**src/sefr_pkg.sv**
```systemverilog
// Types, phase codes and constants of the sync escaped frame receiver.
// No dependencies.
package sefr_pkg;

  localparam int unsigned MAX_PAYLOAD = 255;

  localparam logic [7:0] SYNC_RESET = 8'd126;

  localparam logic [1:0] PH_HUNT = 2'd0;
  localparam logic [1:0] PH_LEN  = 2'd1;
  localparam logic [1:0] PH_DATA = 2'd2;

  typedef struct packed {
    logic [1:0] phase;
    logic       esc_pending;
    logic [7:0] exp_len;
    logic [7:0] rcv_cnt;
  } frame_state_t;

  typedef struct packed {
    logic       emit;
    logic [7:0] payload_byte;
    logic       first_of_frame;
    logic       last_of_frame;
    logic       frame_aborted;
  } frame_result_t;

endpackage

```
**src/sefr_decode.sv**
```systemverilog
// Next-state and result logic for one received byte.
// Depends on sefr_pkg.
module sefr_decode (
  input  logic [7:0]             rx_byte,
  input  logic [7:0]             sync_value,
  input  sefr_pkg::frame_state_t cur,
  output sefr_pkg::frame_state_t nxt,
  output sefr_pkg::frame_result_t res
);

  logic       hit;
  logic       use_byte;
  logic       len_ok;

  assign hit    = (rx_byte == sync_value);
  assign len_ok = (rx_byte != 8'd0) &&
                  ({24'd0, rx_byte} <= 32'(sefr_pkg::MAX_PAYLOAD));

  always_comb begin
    nxt      = cur;
    res      = '0;
    use_byte = 1'b0;
    if (hit) begin
      if (cur.phase == sefr_pkg::PH_HUNT) begin
        nxt.phase       = sefr_pkg::PH_LEN;
        nxt.esc_pending = 1'b0;
      end else if (!cur.esc_pending) begin
        nxt.esc_pending = 1'b1;
      end else begin
        nxt.esc_pending = 1'b0;
        use_byte        = 1'b1;
      end
    end else if (cur.esc_pending) begin
      // resync: byte becomes the new length
      nxt.esc_pending = 1'b0;
      nxt.exp_len     = rx_byte;
      nxt.rcv_cnt     = 8'd0;
      nxt.phase       = len_ok ? sefr_pkg::PH_DATA : sefr_pkg::PH_HUNT;
      if (cur.phase == sefr_pkg::PH_DATA) begin
        res.emit          = 1'b1;
        res.frame_aborted = 1'b1;
      end
    end else begin
      use_byte = 1'b1;
    end

    if (use_byte) begin
      priority if (cur.phase == sefr_pkg::PH_LEN) begin
        nxt.exp_len = rx_byte;
        nxt.rcv_cnt = 8'd0;
        nxt.phase   = len_ok ? sefr_pkg::PH_DATA : sefr_pkg::PH_HUNT;
      end else if (cur.phase == sefr_pkg::PH_DATA) begin
        nxt.rcv_cnt        = cur.rcv_cnt + 8'd1;
        res.emit           = 1'b1;
        res.payload_byte   = rx_byte;
        res.first_of_frame = (cur.rcv_cnt == 8'd0);
        res.last_of_frame  = (nxt.rcv_cnt == cur.exp_len);
        if (res.last_of_frame) begin
          nxt.phase = sefr_pkg::PH_HUNT;
        end
      end else begin
        nxt.phase = sefr_pkg::PH_HUNT;
      end
    end
  end

endmodule

```
**src/sync_escaped_frame_receiver.sv**
```systemverilog
// Sync escaped frame receiver: top level with input, state and result registers.
// Depends on sefr_pkg and sefr_decode.
//
// Takes one received byte per transfer and deframes it: hunts for the sync
// byte, takes the next byte as payload length, then passes each payload byte
// out with first and last markers. A doubled sync byte inside a frame is one
// literal data byte; a sync byte followed by another value restarts the frame,
// reports an open frame as aborted and takes that value as the new length.
// Throughput is one byte per clock unless a stalled output holds the result.
// The byte is registered, decoded against the framing state, and the result
// is registered. The input register also absorbs one byte while a result
// waits on a stalled output. sync_value resets to 126; the user must write it
// through cfg_wr_en/cfg_wr_data while the block is idle; the block does not enforce this.
module sync_escaped_frame_receiver (
  input  logic       clk,
  input  logic       rst_n,
  input  logic       cfg_wr_en,
  input  logic [7:0] cfg_wr_data,
  input  logic       in_valid,
  output logic       in_stall,
  input  logic [7:0] in_rx_byte,
  output logic       out_valid,
  input  logic       out_stall,
  output logic [7:0] out_payload_byte,
  output logic       out_first_of_frame,
  output logic       out_last_of_frame,
  output logic       out_frame_aborted
);

  logic [7:0]              sync_r;
  logic                    in_vld_r;
  logic [7:0]              in_byte_r;
  sefr_pkg::frame_state_t  st_r;
  sefr_pkg::frame_state_t  st_nxt;
  sefr_pkg::frame_result_t res_nxt;
  logic                    out_vld_r;
  logic [7:0]              out_byte_r;
  logic                    out_first_r;
  logic                    out_last_r;
  logic                    out_abort_r;
  logic                    advance;

  assign advance  = !(out_vld_r && out_stall);
  assign in_stall = in_vld_r && !advance;

  sefr_decode u_decode (
    .rx_byte    (in_byte_r),
    .sync_value (sync_r),
    .cur        (st_r),
    .nxt        (st_nxt),
    .res        (res_nxt)
  );

  always_ff @(posedge clk) begin
    if (!rst_n) begin
      sync_r <= sefr_pkg::SYNC_RESET;
    end else if (cfg_wr_en) begin
      sync_r <= cfg_wr_data;
    end
  end

  always_ff @(posedge clk) begin
    if (!rst_n) begin
      in_vld_r <= 1'b0;
    end else if (!in_stall) begin
      in_vld_r <= in_valid;
    end
  end

  always_ff @(posedge clk) begin
    if (!in_stall) begin
      in_byte_r <= in_rx_byte;
    end
  end

  always_ff @(posedge clk) begin
    if (!rst_n) begin
      st_r <= '{phase: sefr_pkg::PH_HUNT, esc_pending: 1'b0,
                exp_len: 8'd0, rcv_cnt: 8'd0};
    end else if (advance && in_vld_r) begin
      st_r <= st_nxt;
    end
  end

  always_ff @(posedge clk) begin
    if (!rst_n) begin
      out_vld_r <= 1'b0;
    end else if (advance) begin
      out_vld_r <= in_vld_r && res_nxt.emit;
    end
  end

  always_ff @(posedge clk) begin
    if (advance) begin
      out_byte_r  <= res_nxt.payload_byte;
      out_first_r <= res_nxt.first_of_frame;
      out_last_r  <= res_nxt.last_of_frame;
      out_abort_r <= res_nxt.frame_aborted;
    end
  end

  assign out_valid          = out_vld_r;
  assign out_payload_byte   = out_byte_r;
  assign out_first_of_frame = out_first_r;
  assign out_last_of_frame  = out_last_r;
  assign out_frame_aborted  = out_abort_r;

endmodule

```
**config.mk**
```make
export PLATFORM = sky130hd
export DESIGN_NAME = sync_escaped_frame_receiver
export DESIGN_NICKNAME = d
export VERILOG_FILES = /design/src/sefr_pkg.sv /design/src/sefr_decode.sv /design/src/sync_escaped_frame_receiver.sv
export SDC_FILE = /design/constraint.sdc
export NUM_CORES = 1
export LEC_CHECK = 0
export BUFFER_PORTS_ARGS = -buffer_cell sky130_fd_sc_hd__buf_4
export CORE_ASPECT_RATIO = 0.6
export CORE_UTILIZATION = 40
export CTS_CLUSTER_DIAMETER = 40
export DETAILED_ROUTE_END_ITERATION = 7
export HOLD_SLACK_MARGIN = 0.02
export PLACE_DENSITY = 0.67
export REMOVE_ABC_BUFFERS = 1
export SYNTH_ARGS = -nofsm -noshare
export SYNTH_HDL_FRONTEND = slang
export SYNTH_SLANG_ARGS = --single-unit
```
**constraint.sdc**
```tcl
create_clock -name clk -period 2 [get_ports clk]
set_input_delay 0.2 -clock clk [delete_from_list [all_inputs] [get_ports clk]]
set_output_delay 0.2 -clock clk [all_outputs]
set_load 0.005 [all_outputs]
```
Word level (Yosys, flattened, before mapping)
Cells that the tools add are included.
{ "classes": {"n_addsub": 1, "n_eq_ne": 4, "muxes": 24, "bitwise_logic": 2, "reduce_logical": 9} }
{ "ops": {"columns": ["cell", "count"], "rows": [
  ["11-bit 2-to-1 mux", 3],
  ["16-bit 2-to-1 mux", 2],
  ["8-bit 2-to-1 mux", 3],
  ["19-bit 2-to-1 mux", 1],
  ["8-bit == test", 2],
  ["2-bit 2-to-1 mux", 6],
  ["8-bit by 1-bit adder with 8-bit output (second input constant)", 1],
  ["8-bit zero test", 1],
  ["1-bit 2-to-1 mux", 8],
  ["8-bit nonzero test", 1],
  ["1-bit logical AND", 4],
  ["3-bit 2-to-1 mux", 1],
  ["3-bit OR reduction", 1],
  ["2-bit by 1-bit == test with 1-bit output (second input constant)", 1],
  ["2-bit == test (second input constant)", 1],
  ["2-bit zero test", 1],
  ["1-bit NOT", 2],
  ["1-bit zero test", 1]
]} }
{ "word_totals": {"ff_bits": 48, "inputBits": 21, "out_inout_bits": 13, "elab_cells": 52} }

Longest topological paths before layout
Gate-level depths: netlist of the first run.
{ "logic_depth": {"depth_word": 8, "depth_mapped": 8, "depth_no_buf": 7} }

Cells and area by module
A second synthesis of the first run with hierarchy kept.
{ "hier_totals": {"hier_cells": 261, "area_unflattened_um2": 2583.7} }
{ "modules_own_cells": {"columns": ["module", "n_inst", "cells_each", "area_each_um2", "seq_area_each_um2"], "rows": [
  ["sync_escaped_frame_receiver", 1, 136, 1704.1, 1151.1],
  ["sefr_decode", 1, 125, 879.6, 0.0]
]} }

Worst setup path before layout of the first run
Ideal clock, no wire load.
{ "synth_timing": {"path_type": "reg2reg", "startpoint": "register in_byte_r[3]", "endpoint": "register out_last_r, in the netlist out_last_of_frame (data pin)", "setup_time_ps": 256, "arrival_ps": 1609, "required_time_ps": 1744, "path_slack_ps": 135, "stages_incl_launch_ff": 8, "path_buffers": 1, "synth_period_minus_slack_ps": 1865, "cell_sequence": "edfxtp_1 > xnor2_1 > nand4_2 > nor3_4 > buf_6 > nand2b_4 > nor2_4 > and4b_1"} }
{ "synth_between": {"elab_chain_len": 4} }
{ "synth_lines": {"columns": ["element", "line", "rtl"], "rows": [
  ["start, declared", "sync_escaped_frame_receiver.sv:32", "logic [7:0] in_byte_r;"],
  ["start signal, assigned", "sync_escaped_frame_receiver.sv:72", "in_byte_r <= in_rx_byte;"],
  ["8-bit == test", "sefr_decode.sv:15", "assign hit = (rx_byte == sync_value);"],
  ["1-bit 2-to-1 mux", "sefr_decode.sv:23", "if (hit) begin"],
  ["1-bit NOT (no line)", null, null],
  ["3-bit OR reduction (no line)", null, null],
  ["end signal, assigned", "sync_escaped_frame_receiver.sv:97", "out_last_r <= res_nxt.last_of_frame;"],
  ["end, declared", "sync_escaped_frame_receiver.sv:39", "logic out_last_r;"]
]} }
Every way passes these cells.
A chain may end at the register's enable or synchronous reset.

Worst setup path after layout of the first run
{ "layout_timing": {"startpoint": "register in_byte_r[7]", "endpoint": "register out_byte_r[5], in the netlist out_payload_byte[5] (data pin)"} }
{ "layout_between": {"elab_chain_len": 4} }
{ "layout_lines": {"columns": ["element", "line", "rtl"], "rows": [
  ["8-bit == test", "sefr_decode.sv:15", null],
  ["1-bit 2-to-1 mux", "sefr_decode.sv:23", null],
  ["1-bit NOT (no line)", null, null],
  ["3-bit OR reduction (no line)", null, null],
  ["end signal, assigned", "sync_escaped_frame_receiver.sv:95", "out_byte_r <= res_nxt.payload_byte;"],
  ["end, declared", "sync_escaped_frame_receiver.sv:37", "logic [7:0] out_byte_r;"]
]} }
Every way passes these cells.

==> results of run 1 <==
report_power, final:
group	switching (mW)	internal [mW]
combinational	0.0658	0.0783
sequential	0.0209	1.03
clock	0.340	0.282
total	0.427	1.39
through the flow:
step                instances  hold WS [ps]  TNS, ps  setup slack [ps]  cell area, sq um
finish                    371          66.5        0              74.6              3060
global route              371          53.4    -12.2             -7.03              3060
CTS                       362          62.1        0              5.72              2910
detailed placement        354           381        0              2.11              2820
global placement          354           380        0              24.6              2820
floorplan                 224           262     -693              -232              2340
worst max-delay path by stage:
stage	from	end	slack (ps)	cells past startpoint
final	in_byte_r[7]	out_payload_byte[5]	70	7
after global routing	in_byte_r[5]	out_payload_byte[5]	-7	7
after CTS	in_byte_r[3]	out_last_of_frame	6	7
after detailed placement	in_byte_r[3]	out_last_of_frame	2	7
after global placement	in_byte_r[0]	out_last_of_frame	20	7
after floorplan	in_byte_r[3]	st_r[5]	-230	6
sequential cells by signal, summed over array words and instances (netlist names):
| name | count |
|---|---|
| st_r | 19 |
| out_frame_aborted | 1 |
| sync_r | 8 |
| out_valid | 1 |
| in_byte_r | 8 |
| out_last_of_frame | 1 |
| in_vld_r | 1 |
| out_first_of_frame | 1 |
| out_payload_byte | 8 |
worst register-to-register path, stage by stage, from the launching register on:
cell	delay, ps
edfxtp_1	450
xnor2_2	230
nand4_4	160
nor3_4	280
nand2b_4	200
nor2_4	50
buf_4	170
and2_1	160
cells in the mapped netlist (3+ instances only):
cell type	n	share of area [%]
nand2_1	27	4.2
mux2i_1	11	4.6
nor3_1	3	0.62
nand4_1	3	0.78
nor2_1	11	1.7
clkbuf_1	7	1.1
and3_1	3	0.78
nor4_1	4	1.0
nand3_1	16	3.3
a21boi_0	3	0.94
xnor2_1	14	5.1
o21ai_0	13	2.7
and2_1	10	2.6
nor2b_1	3	0.78
xor2_1	4	1.5
inv_1	8	1.2
dfxtp_1	29	24
buf_2	3	0.62
a21oi_1	5	1.0
edfxtp_1	19	24
layer usage:
layer / wire length (microns) / share of wire, % / GRT usage, %
met5: 0 / 0 / 0
met4: 64 / 1.1 / 6.73
met3: 415 / 7.0 / 4.03
met2: 2540 / 43 / 29.6
met1: 2900 / 49 / 29.3
timing repair:
action / CTS / global route
hold endpoints to repair: 0 / 0
pin swaps: 2 / 6
endpoints found under the setup margin: 1 / 26
gates resized for setup: 0 / 12
setup buffers: 0 / 9
area by class of cell:
class | instances | area, sq um | area share, %
flip-flops and latches | 48 | 1150 | 37.7
multi-input cells | 168 | 1240 | 40.5
clock buffers | 7 | 86.3 | 2.82
clock inverters | 1 | 7.51 | 0.245
well taps | 80 | 100 | 3.27
repair buffers | 59 | 443 | 14.5
inverters | 8 | 30.0 | 0.982
logic make-up after synthesis:
logic type | count (synthesis) | share of synthesized area [%]
AOI/OAI and AO/OA | 42 | 13.1
and+or+nand+nor | 94 | 22.4
DFF | 48 | 47.8
adders and majority gates | 3 | 1.46
muxes | 11 | 4.57
buffers and inverters | 21 | 4.05
xor gates and xnor gates | 18 | 6.55
==> impl_metrics.toml, run 1 <==
[sta]
finalSetupViolCount = 0
max_slew_margin_pct = 68.2
period_share_pct = 96.3
tightest_slew_ps = 476
slew_violations = 0
fin_skew_ps = 12.0
finalCriticalPeriod_ps = 1930
hold_violations = 0
max_freq_mhz = 519

[drt]
viasPerCell = 5.18
route.vias.total = 1920
wl_per_cell_microns = 15.9
postRouteAntennaNets = 0
drt-pass1-iter-count = 4
wirelength_microns = 5920
dr.first_iter.drc_count = 154
drcViolationCount = 0

[synth]
synth-main-ff-cell = "dfxtp_1"
synth_warnings = 0
ys_ff_latch = 48
ys_seq_area_share_pct = 47.8
syn_inst = 237
synth_cell_types = 51
postSynth.asyncResetShare_pct = 0
syn_area_per_cell_sq_um = 10.2
synth_edf_count = 19
syn_area_sq_um = 2410

[final_layout]
final_common_cell = "buf_4"
syn_to_final_growth_pct = 27.1
diodes = 0
drive_gt1_share_pct = 29.9
final_nets = 313
final_core_util_pct = 53.9
layout_common_cells = "buf_4 (59), dfxtp_1 (28), nand2_1 (27)"
fillers = 503

[power]
ir_worst_vdd_mv = 0.366
p_per_area_nw_per_um2 = 594
total_power_mw = 1.82
p_leak_nw = 1.25

[floorplanning]
die_w_microns = 102
dieArea_sq_um = 6340
io_pins = 34
chipHeight_microns = 62.1
start_util_pct = 42.4
rows = 21
core-area_sq_um = 5680

[global_routing]
grt.overflow.total = 0
grt_pass1_wl_microns = 9190
grt_usage_pct = 20.0
antenna_found_initial = 0
grt_max_degree = 34
grt_pass1_vias = 1812

[clocking]
clkLatencyLatePin_ps = 310
cts_tree = "built"
cts.sink_count = 48
clockRootBuffer = "clkbuf_8"
cts.reportedPaths.clkPinSlew_ps = 90
clockBufferDepth = 2
postCtsHoldBufs = 0
cts_max_level = 2
numCtsBuffers = 5

[setup_path]
slowest_stage = "edfxtp_1"
path_cells = "xnor2_2, nand4_4, nor3_4, nand2b_4, nor2_4, buf_4, and2_1"
path_max_fanout = 5
slowest_delay_ps = 450
start_kind = "flop"
worstSetupEndpointType = "flop"
worst-path-buf-inv = 1
crit_family = "simple AND/OR/NAND/NOR gates"
reg2reg_from = "in_byte_r[7]"
path_class = "flop to flop"
reg2reg_depth = 7
cp_data_arrival_time_ps = 1990
crit_required_ps = 2060
r2r-end = "out_payload_byte[5]"
r2r_setup_slack_ps = 70

[hold_path]
hp-class = "input port to flop"
hold_end = "in_byte_r[7]"
hp-start = "in_rx_byte[7]"
hold_path_depth = 1

[flow_run]
drv_cap = 0

[placed_design]
gp_congestion = 0.917
dpl.hpwl_microns = 4300
numPortBuffers = 33

[run_status]
status = "complete, no violations"
Power figures use the tool's default switching activity.
==> run 2: changes to the inputs <==
- PLACE_DENSITY: 0.67 -> 0.65
- clock period: 2 -> 2.3 ns (I/O delays scaled with it)
==> impl_metrics.toml, run 2 (synthesis results as in run 1) <==
[final_layout]
regMostFlops = "st_r"
final_nets = 294
fillers = 559
fin_area_sq_um = 2860
final_common_cell = "buf_4"
layout.cells.non_filler = 352
layout_common_cells = "buf_4 (40), dfxtp_1 (29), nand2_1 (27)"
drive_gt1_share_pct = 21.3
largest_reg_flops = 19
diodes = 0
final_core_util_pct = 50.3
syn_to_final_growth_pct = 18.7

[clocking]
clockRootBuffer = "clkbuf_8"
clockBufferDepth = 2
cts_max_level = 2
numCtsBuffers = 5
cts.reportedPaths.clkPinSlew_ps = 90
postCtsSetupBuffers = 0
postCtsHoldBufs = 0
cts_tree = "built"
cts.sink_count = 48
cts_resized = 0
clkLatencyLatePin_ps = 300

[setup_path]
reg2reg_depth = 7
path_class = "flop to flop"
path_max_fanout = 10
cp_data_arrival_time_ps = 2240
worstSetupEndpointType = "flop"
start_kind = "flop"
crit_required_ps = 2470

[drt]
drt-pass1-iter-count = 4
drcViolationCount = 0
wirelength_microns = 5490
postRouteAntennaNets = 0
viasPerCell = 5.31
route.vias.total = 1869
wl_per_cell_microns = 15.6
dr.first_iter.drc_count = 118

[placed_design]
numPortBuffers = 33
gp_congestion = 0.870
placed_cells = 344
placed_cell_area_sq_um = 2740
dpl.hpwl_microns = 4080

[hold_path]
hold_path_depth = 1
hp-class = "input port to flop"

[floorplanning]
rows = 21
core-area_sq_um = 5680
die_w_microns = 102
io_pins = 34
start_util_pct = 42.4
dieArea_sq_um = 6340
chipHeight_microns = 62.1

[sta]
finalCriticalPeriod_ps = 2080
period_share_pct = 90.2
whs_ps = 101
finalSetupViolCount = 0
max_slew_margin_pct = 54.8
tightest_slew_ps = 678
rsz0062_at_grt = "false"
slew_violations = 0
hold_violations = 0
final.setup.tns_ps = 0
fin_skew_ps = 8.78
max_freq_mhz = 482

[power]
p_seq_share_pct = 55.7
p_sw_mw = 0.347
comb_power_share_pct = 5.5
p_clk_share_pct = 38.9
p_leak_nw = 1.12
p_int_mw = 1.29
p_per_area_nw_per_um2 = 575
sw_frac_of_total_pct = 21.1
ir_worst_vdd_mv = 0.305

[flow_run]
drv_cap = 0

[global_routing]
grt_pass1_vias = 1724
grt_pass1_wl_microns = 8830
grt_max_degree = 34
grt.overflow.total = 0
antenna_found_initial = 0
grt_usage_pct = 19.4

[run_status]
status = "complete, no violations"
==> run 2: cell types whose count changed in the layout (fill, tap and decap cells not counted) <==
cell        change
bufinv_16       +1
nand4_4         -2
xnor2_1         +8
dfxtp_2         -1
o21ai_2         -1
clkinv_1        +1
clkinvlp_4      -1
xnor2_2         -8
clkbuf_1        -1
buf_4          -19
o21ai_1         +1
nand4_2         +2
dfxtp_1         +1
==> run 2: routing by layer <==
layer | vias to the layer above | share of wire (%) | track usage (%)
met4 | 0 | 0.86 | 6.12
met3 | 4 | 8.2 | 4.03
li1 | 921 | - | -
met5 | - | 0 | 0
met1 | 873 | 52 | 29.6
met2 | 71 | 39 | 27.2
==> run 2: power groups by stage <==
| stage | sequential, mW | clock [mW] | combinational [mW] |
|---|---|---|---|
| finish | 0.914 | 0.638 | 0.0896 |
| global route | 0.916 | 0.670 | 0.0974 |
| CTS | 0.914 | 0.638 | 0.0905 |
| detailed placement | 0.933 | 0 | 0.0900 |
| global placement | 0.933 | 0 | 0.0890 |
| floorplan | 0.927 | 0 | 0.0428 |
==> run 2: critical path, cell delays in order (launching register included) <==
cell      delay, ps
edfxtp_1        500
xnor2_1         240
nand4_2         210
o21ai_1         230
buf_4           230
nand2b_4         80
nor2_4          230
and3_1          230
==> run 2: area by class of cell <==
cell class              instances  area, sq um  share of cell area, %
clock buffers                   6         82.6                   2.89
multi-input cells             168         1160                   40.6
repair buffers                 40          300                   10.5
well taps                      80          100                   3.50
clock inverters                 2         33.8                   1.18
flip-flops and latches         48         1150                   40.3
inverters                       8         30.0                   1.05
==> run 2: final timing paths <==
| path | from | to | slack, ps |
|---|---|---|---|
| hold / removal | in_rx_byte[2] | in_byte_r[2] | 100 |
| setup reg to reg | in_byte_r[0] | out_first_of_frame | 220 |
| setup / recovery | in_byte_r[0] | out_first_of_frame | 220 |
| hold reg to reg | st_r[9] | st_r[9] | 480 |
==> run 2: per-stage QoR <==
stage	power [mW]	worst slack, ps
3_3_place_gp	1.02	302
2_1_floorplan	0.970	67.8
3_5_place_dp	1.02	266
6_report	1.64	225
4_1_cts	1.64	249
5_1_grt	1.68	99.3
==> run 3: changes to the inputs <==
- CORE_UTILIZATION: 40 -> 61
- PLACE_DENSITY: 0.65 -> 0.9
==> impl_metrics.toml, run 3 (synthesis results as in run 1) <==
[setup_path]
worstSetupEndpointType = "flop"
slowest_stage = "edfxtp_1"
crit_required_ps = 2470
path_cells = "xnor2_1, nand4_2, o21ai_1, buf_4, nand2b_4, nor2_4, and4b_1"
path_max_fanout = 10
start_kind = "flop"
slowest_delay_ps = 460
path_class = "flop to flop"
cp_data_arrival_time_ps = 2270

[floorplanning]
dieArea_sq_um = 4210
core-area_sq_um = 3720
start_util_pct = 64.7
io_pins = 34
die_w_microns = 83.1
chipHeight_microns = 50.7
rows = 17

[final_layout]
layout_common_cells = "buf_4 (40), dfxtp_1 (29), nand2_1 (27)"
regMostFlops = "st_r"
final_common_cell = "buf_4"
final_core_util_pct = 74.7
final_nets = 294
syn_to_final_growth_pct = 15.5
fin_area_sq_um = 2780
largest_reg_flops = 19
diodes = 0
drive_gt1_share_pct = 21.4

[run_status]
status = "complete, no violations"

[global_routing]
grt_usage_pct = 27.9
grt_pass1_vias = 1821
grt_pass1_wl_microns = 8930
antenna_found_initial = 0
grt_max_degree = 34
grt.overflow.total = 0

[sta]
whs_ps = 92.5
worst_slack_ps = 201
hold_violations = 0
max_freq_mhz = 476
period_share_pct = 91.3
finalSetupViolCount = 0
finalCriticalPeriod_ps = 2100
fin_skew_ps = 6.56
max_slew_margin_pct = 59.2
tightest_slew_ps = 611
rsz0062_at_grt = "false"
slew_violations = 0
final.setup.tns_ps = 0

[flow_run]
drv_cap = 0

[power]
p_leak_nw = 1.10
sw_frac_of_total_pct = 22.7
p_sw_mw = 0.337
p_int_mw = 1.15
comb_power_share_pct = 6.0
ir_worst_vdd_mv = 0.454
p_clk_share_pct = 32.5
p_seq_share_pct = 61.4
p_per_area_nw_per_um2 = 534

[placed_design]
dpl.hpwl_microns = 4140
numPortBuffers = 33
dp_slack_ps = 234
gp_congestion = 0.974
placed_cell_area_sq_um = 2700

[drt]
viasPerCell = 6.01
dr.first_iter.drc_count = 137
route.vias.total = 1910
drt-pass1-iter-count = 5
wirelength_microns = 5380
wl_per_cell_microns = 16.9
drcViolationCount = 0
postRouteAntennaNets = 0

[hold_path]
hp-class = "input port to flop"

[clocking]
cts_resized = 0
cts.sink_count = 48
numCtsBuffers = 5
clockBufferDepth = 2
postCtsHoldBufs = 0
clockRootBuffer = "clkbuf_8"
postCtsSetupBuffers = 0
cts_tree = "built"
cts_max_level = 2
clkLatencyLatePin_ps = 310
cts.reportedPaths.clkPinSlew_ps = 90
[run 3: cell types whose count changed in the layout (fill, tap and decap cells not counted), sizes merged]
cell / before / now
bufinv: 1 / 0
clkinvlp: 0 / 1
clkbuf: 6 / 5
[run 3: routing by layer]
layer | track usage [%] | up-vias | part of all wire [%]
li1 | - | 913 | -
met1 | 38.9 | 894 | 45
met2 | 43.3 | 93 | 44
met3 | 7.57 | 10 | 9.5
met4 | 7.47 | 0 | 1.2
met5 | 0 | - | 0
[run 3: area by class of cell]
type                    instances  area, sq um
multi-input cells             168         1160
inverters                       8         30.0
flip-flops and latches         48         1150
clock buffers                   5         68.8
clock inverters                 2         12.5
repair buffers                 40          300
fillers                       266          942
well taps                      47         58.8
[run 3: path summary, 6_finish.rpt]
| kind | start | end | slack, ps | cells past startpoint |
|---|---|---|---|---|
| hold / removal | in_rx_byte[4] | in_byte_r[4] | 90 | 1 |
| setup / recovery | in_byte_r[2] | out_last_of_frame | 200 | 7 |
| hold reg to reg | st_r[11] | st_r[11] | 470 | 2 |
| setup reg to reg | in_byte_r[2] | out_last_of_frame | 200 | 7 |
[run 3: power by group through the flow]
stage | logic, mW | registers (mW) | clock network, mW
3_3_place_gp | 0.0854 | 0.931 | 0
6_report | 0.0897 | 0.913 | 0.483
3_5_place_dp | 0.0898 | 0.932 | 0
5_1_grt | 0.0961 | 0.915 | 0.519
2_1_floorplan | 0.0428 | 0.927 | 0
4_1_cts | 0.0899 | 0.913 | 0.482
[run 3: critical path, delay by kind of cell, from the launching register on]
family	cells	cell delay (ps)
flops	1	460
compound gates	1	300
simple gates	4	750
xor+xnor	1	260
buf+inv	1	190
[run 3: metrics by stage]
stage | std cells | power (mW)
floorplan | 224 | 0.970
global placement | 311 | 1.02
detailed placement | 311 | 1.02
CTS | 318 | 1.48
global route | 318 | 1.53
finish | 318 | 1.49
